==> config.mk <==
export PLATFORM = sky130hd
export DESIGN_NAME = mtg_ctrl
export DESIGN_NICKNAME = d
export VERILOG_FILES = /design/src/hw/rtl/mtg_pkg.sv /design/src/hw/rtl/mtg_ctrl.sv
export VERILOG_INCLUDE_DIRS = /design/src /design/src/hw/rtl
export SDC_FILE = /design/constraint.sdc
export NUM_CORES = 1
export LEC_CHECK = 0
export ABC_CLOCK_PERIOD_IN_PS = 2680
export BUFFER_PORTS_ARGS = -buffer_cell sky130_fd_sc_hd__buf_4
export CAP_MARGIN = 20
export CORE_AREA = 2 2 39 41
export DETAILED_ROUTE_END_ITERATION = 6
export DIE_AREA = 0 0 41 43
export PLACE_DENSITY = 0.54
export REMOVE_ABC_BUFFERS = 1
export SYNTH_ARGS = -nofsm -noshare
export SYNTH_HDL_FRONTEND = slang
export SYNTH_SLANG_ARGS = --single-unit
==> constraint.sdc <==
create_clock -name clock -period 2.68 [get_ports clock]
set_clock_uncertainty 0.15 [all_clocks]
set_input_delay 0.268 -clock clock [delete_from_list [all_inputs] [get_ports clock]]
set_output_delay 0.268 -clock clock [all_outputs]
set_load 0.02 [all_outputs]
==> src/hw/rtl/mt19937_64_generator_defines.svh <==
// Assertion macros used by the generator's sequencer.
// Each macro expands to a labelled concurrent assertion in simulation and to
// nothing in synthesis.
`ifndef MT19937_64_GENERATOR_DEFINES_SVH
`define MT19937_64_GENERATOR_DEFINES_SVH

`ifndef SYNTHESIS
// Consequent must hold in the same cycle as the antecedent.
`define MTG_ASSERT_SAME(label, clk, rst, ante, cons, msg) \
   label: assert property (@(posedge clk) disable iff (rst) (ante) |-> (cons)) \
      else $error(msg);
// Consequent must hold in the cycle after the antecedent.
`define MTG_ASSERT_NEXT(label, clk, rst, ante, cons, msg) \
   label: assert property (@(posedge clk) disable iff (rst) (ante) |=> (cons)) \
      else $error(msg);
`else
`define MTG_ASSERT_SAME(label, clk, rst, ante, cons, msg)
`define MTG_ASSERT_NEXT(label, clk, rst, ante, cons, msg)
`endif

`endif

==> src/hw/rtl/mtg_pkg.sv <==
package mtg_pkg;

   // State memory geometry.
   localparam int unsigned ADDR_W = 9;
   localparam logic [ADDR_W-1:0] LAST_ADDR = 9'd311;
   localparam logic [ADDR_W-1:0] DEPTH_IDX = 9'd312;
   localparam logic [ADDR_W:0]   STATE_DEPTH_W = 10'd312;
   localparam logic [ADDR_W:0]   MIDDLE_OFFSET = 10'd156;

   // Generator constants.
   localparam logic [63:0] TWIST_MATRIX = 64'hB5026F5AA96619E9;
   localparam logic [63:0] TEMPER_D     = 64'h5555555555555555;
   localparam logic [63:0] TEMPER_B     = 64'h71D67FFFEDA60000;
   localparam logic [63:0] TEMPER_C     = 64'hFFF7EEE000000000;
   localparam logic [63:0] LOW_MASK     = 64'h000000007FFFFFFF;
   localparam logic [31:0] SEED_MULT_HI = 32'h5851F42D;
   localparam logic [31:0] SEED_MULT_LO = 32'h4C957F2D;
   localparam logic [63:0] RESET_SEED   = 64'd5489;

   // Register index of the seed register.
   localparam logic CSR_IDX_SEED = 1'b0;

   typedef enum logic [3:0] {
      ST_SEED,
      ST_FILL_LL,
      ST_FILL_HL,
      ST_FILL_LH,
      ST_FILL_SUM,
      ST_IDLE,
      ST_TW_PRE,
      ST_TW_LOAD,
      ST_TW_RD,
      ST_TW_WR,
      ST_DRAW_RD,
      ST_DRAW_OUT
   } state_type;

   // Which partial product of the seeding multiply is formed.
   typedef enum logic [1:0] {
      FPH_LL,
      FPH_HL,
      FPH_LH,
      FPH_SUM
   } fill_phase_type;

   typedef struct packed {
      logic           seed_start;
      logic           fill_en;
      fill_phase_type fill_phase;
      logic           tw_pre;
      logic           tw_load;
      logic           tw_read;
      logic           tw_write;
      logic           draw_read;
      logic           out_load;
   } dp_cmd_type;

   typedef struct packed {
      logic k_last;
      logic idx_full;
      logic out_free;
   } dp_status_type;

   // Output tempering.
   function automatic logic [63:0] temper(input logic [63:0] y_in);
      logic [63:0] y;
      y = y_in;
      y = y ^ ((y >> 29) & TEMPER_D);
      y = y ^ ((y << 17) & TEMPER_B);
      y = y ^ ((y << 37) & TEMPER_C);
      y = y ^ (y >> 43);
      return y;
   endfunction

   // Twist of one word: upper bits of the current word, lower bits of the next.
   function automatic logic [63:0] twist_mix(input logic [63:0] cur,
                                             input logic [63:0] nxt);
      logic [63:0] mixed;
      logic [63:0] shifted;
      mixed   = (cur & ~LOW_MASK) | (nxt & LOW_MASK);
      shifted = mixed >> 1;
      if (mixed[0]) begin
         shifted = shifted ^ TWIST_MATRIX;
      end
      return shifted;
   endfunction

endpackage

==> src/hw/rtl/mtg_ctrl.sv <==
`include "mt19937_64_generator_defines.svh"

module mtg_ctrl (
   input  logic                   clock,
   input  logic                   reset,
   input  logic                   req_tvalid,
   input  logic                   draw,
   output logic                   req_tready,
   input  logic                   seed_write,
   input  mtg_pkg::dp_status_type status,
   output mtg_pkg::dp_cmd_type    cmd
);

   mtg_pkg::state_type state_ff, state_in;

   // State register; reset starts the seeding pass.
   always_ff @(posedge clock) begin
      if (reset) begin
         state_ff <= mtg_pkg::ST_SEED;
      end else begin
         state_ff <= state_in;
      end
   end

   // Next state and datapath commands.
   always_comb begin
      state_in       = state_ff;
      cmd            = '0;
      cmd.fill_phase = mtg_pkg::FPH_LL;
      req_tready     = 1'b0;
      unique case (state_ff)
         mtg_pkg::ST_SEED: begin
            cmd.seed_start = 1'b1;
            state_in       = mtg_pkg::ST_FILL_LL;
         end
         mtg_pkg::ST_FILL_LL: begin
            cmd.fill_en    = 1'b1;
            cmd.fill_phase = mtg_pkg::FPH_LL;
            state_in       = mtg_pkg::ST_FILL_HL;
         end
         mtg_pkg::ST_FILL_HL: begin
            cmd.fill_en    = 1'b1;
            cmd.fill_phase = mtg_pkg::FPH_HL;
            state_in       = mtg_pkg::ST_FILL_LH;
         end
         mtg_pkg::ST_FILL_LH: begin
            cmd.fill_en    = 1'b1;
            cmd.fill_phase = mtg_pkg::FPH_LH;
            state_in       = mtg_pkg::ST_FILL_SUM;
         end
         mtg_pkg::ST_FILL_SUM: begin
            cmd.fill_en    = 1'b1;
            cmd.fill_phase = mtg_pkg::FPH_SUM;
            state_in       = status.k_last ? mtg_pkg::ST_IDLE : mtg_pkg::ST_FILL_LL;
         end
         mtg_pkg::ST_IDLE: begin
            req_tready = 1'b1;
            if (req_tvalid && draw) begin
               state_in = status.idx_full ? mtg_pkg::ST_TW_PRE : mtg_pkg::ST_DRAW_RD;
            end
         end
         mtg_pkg::ST_TW_PRE: begin
            cmd.tw_pre = 1'b1;
            state_in   = mtg_pkg::ST_TW_LOAD;
         end
         mtg_pkg::ST_TW_LOAD: begin
            cmd.tw_load = 1'b1;
            state_in    = mtg_pkg::ST_TW_RD;
         end
         mtg_pkg::ST_TW_RD: begin
            cmd.tw_read = 1'b1;
            state_in    = mtg_pkg::ST_TW_WR;
         end
         mtg_pkg::ST_TW_WR: begin
            cmd.tw_write = 1'b1;
            state_in     = status.k_last ? mtg_pkg::ST_DRAW_RD : mtg_pkg::ST_TW_RD;
         end
         mtg_pkg::ST_DRAW_RD: begin
            cmd.draw_read = 1'b1;
            state_in      = mtg_pkg::ST_DRAW_OUT;
         end
         mtg_pkg::ST_DRAW_OUT: begin
            if (status.out_free) begin
               cmd.out_load = 1'b1;
               state_in     = mtg_pkg::ST_IDLE;
            end
         end
         default: begin
            state_in = mtg_pkg::ST_SEED;
         end
      endcase
      // A seed write restarts the seeding pass from any state.
      if (seed_write) begin
         state_in = mtg_pkg::ST_SEED;
      end
   end

   // The last twisted word leads straight to reading the requested word.
   `MTG_ASSERT_NEXT(a_twist_to_draw, clock, reset, (state_ff == mtg_pkg::ST_TW_WR) && status.k_last && !seed_write, state_ff == mtg_pkg::ST_DRAW_RD, "twist end did not read the word")
   // A word is only read from a state that has not been used up.
   `MTG_ASSERT_SAME(a_draw_fresh, clock, reset, cmd.draw_read, !status.idx_full, "draw read from spent state")
   // The output register is only loaded when it is free.
   `MTG_ASSERT_SAME(a_out_free, clock, reset, cmd.out_load, status.out_free, "result overwritten before taken")

endmodule

==> flow_summary.ini <==
[run_status]
status = finished, final reports clean

[placed_design]
io_buffer_count = 18
post-place-ws_ps = 1160
dp_cells = 88
dp_hpwl_um = 705
gp_congestion = 0.731

[cells_and_area]
final_util = 0.390
largest_reg_flops = 4
nNetsFinal = 85
final_cell_mix = buf_4 (18), nor2_1 (10), a21oi_1 (7)
final_cell_count_no_fill = 91
top_regs = state_ff (4)
multiInputGateArea_um2 = 267
diodes = 0
regArea_um2 = 80.1
mostFrequentLayoutCell = buf_4
layout-drive-gt1-share = 0.373
syn_to_final_growth_pct = 36.4
fill_cells = 165
largest-register = state_ff

[detailed_routing]
vias = 429
via_per_inst = 4.71
wire_per_inst_um = 9.84
ant_nets = 0
drt_wl_total_um = 895
first_pass_iters = 4
drt-initial-drc-count = 4
drc = 0

[synth]
yosysWarnings = 0
synth_top_cell_area_share = 0.203
syn_area_um2 = 395
synth_compound_area_frac = 0.244
yosysTopAreaCell = dfxtp_1
synth_top_family_by_area = simple AND/OR/NAND/NOR gates
syn_avg_cell_area_um2 = 6.82
synth_cells = 58
yosysUniqueCellTypes = 25
synth_simple_gate_area_frac = 0.386
seq_area_frac_synth = 0.203
synth_xor_xnor_area_share = 0.0443
synth_mux_area_frac = 0
ys_seq_elements = 4
synth-adder-area-share = 0
synthTopCellsByArea = dfxtp_1 (20%), nor2_1 (9.5%), a21oi_1 (8.9%)

[floorplan]
core_mm2 = 0.00138
die_y_um = 43
die_w_um = 41
start_util = 0.286
ios = 19
fp-row-count = 14
die-area_mm2 = 0.00176

[timing]
layout_setup_ws_ps = 912
fin_crit_sh = 0.660
report.final.hold_viol_count = 0
rsz0062_at_grt = no
slew_headroom = 0.682
fmax_ghz = 0.566
final.setup.tns_ps = 0
setup_viol = 0
layout_min_cycle_time_ps = 1770
tightest_slew_ps = 476
slew_violations = 0

[worst_setup_path]
reg2reg_depth = 3
r2r-end = state_ff[1]
end_kind = primary output
startpoint_type = flip-flop
cp_top_family = flip-flops
cp.arrival_ps = 1350
crit_required_ps = 2260
max_stage_delay_ps = 610
crit_slowest_cell = dfxtp_1
critPathKind = flip-flop to primary output
critPathMaxFanout = 15
cp_common_cell = nor2_1
worstReg2RegStart = state_ff[0]
path_cells = nor2_1, xnor2_1, nor2_1, buf_4
cp_num_buf_inv = 1
r2r_setup_slack_ps = 1220

[global_route]
first_global_vias = 344
grt_overflow = 0
grt_max_degree = 16
antenna_found_initial = 0
grt_usage = 0.117
grt_pass1_wl_um = 1480

[clocking]
clockBufferDepth = 2
hold_buffers = 0
cts_resized = 0
cts_tree = done
cts_num_sinks = 4
cts_made_buffers = 3
cts_setup_buffers = 0
cts-htree-levels = 1
cts.clk_slew.worst_paths_ps = 40
clk_latency_ps = 230
root_buffer = clkbuf_4

[min_path]
hold_path_depth = 3
worstHoldStart = reset
hold_path_end = state_ff[3]
min_path_type = input pin to flip-flop

[pwr]
p_per_area_mw_per_mm2 = 316
p_seq_frac = 0.390
ir_drop_mv = 0.175
leakagePower_uw = 0.000210
clockPowerShare = 0.424
power.switching_uw = 42.3
comb_power_share = 0.186
switching_share = 0.248
p_int_uw = 128

[flow_run]
maxCapViolCount = 0
-- synthesized netlist by cell type (all sizes together) --
| cell | number |
|---|---|
| nor4 | 1 |
| nand2b | 5 |
| nand3b | 1 |
| a211oi | 2 |
| nor2 | 10 |
| a21oi | 7 |
| dfxtp | 4 |
| nand2 | 5 |
| nor3 | 3 |
| o21ai | 3 |
| o22ai | 2 |
| a22oi | 1 |
| a31oi | 1 |
| nor2b | 1 |
| buf | 4 |
| xnor2 | 2 |
| inv | 4 |
| or3 | 1 |
| or2 | 1 |
-- cell type report --
class	instances	area share
sequential	4	0.148
inverter	4	0.0278
clock buffer	3	0.0418
timing repair buffer	18	0.251
tap	16	0.0371
multi-input combinational	46	0.494
-- power by group through the flow --
stage	clock (uW)	combinational, uW	sequential, uW
2_1_floorplan	0	17.4	66.1
3_3_place_gp	0	32.2	67.2
3_5_place_dp	0	32.1	67.2
4_1_cts	76.4	32.2	66.3
5_1_grt	78.9	35.5	67.2
6_report	72.2	31.8	66.4
-- worst reg2reg max path: stages, from the launching register on --
cell,delay [ps]
dfxtp_1,610
nand2_2,110
or3_1,400
a21oi_1,130
-- kinds of logic after synthesis --
group / count (synthesis)
AOI/OAI and AO/OA: 16
xor gates and xnor gates: 2
buffers and inverters: 8
DFF: 4
and+or+nand+nor: 28
-- per-layer routing --
metal	share of wire	GRT usage	wire length (um)
met5	0	0	0
met3	0.068	0.0209	61
met4	0	0.0400	0
met1	0.45	0.174	407
met2	0.48	0.166	426
-- metrics by stage --
stage / cell area [um2] / total power [uW] / hold slack, ps
2_1_floorplan: 362 / 83.5 / 314
3_3_place_gp: 517 / 99.4 / 415
3_5_place_dp: 517 / 99.3 / 416
4_1_cts: 539 / 175 / 173
5_1_grt: 539 / 182 / 196
6_report: 539 / 170 / 174
-- worst max-delay path by stage --
| stage | from | end | cells past startpoint |
|---|---|---|---|
| 2_1_floorplan | state_ff[0] | cmd[9] | 1 |
| 3_3_place_gp | state_ff[0] | cmd[8] | 4 |
| 3_5_place_dp | state_ff[0] | cmd[8] | 4 |
| 4_1_cts | state_ff[0] | cmd[8] | 4 |
| 5_1_grt | state_ff[0] | cmd[8] | 4 |
| 6_report | state_ff[0] | cmd[8] | 4 |
Note: power is estimated with default switching activity, not from simulation.
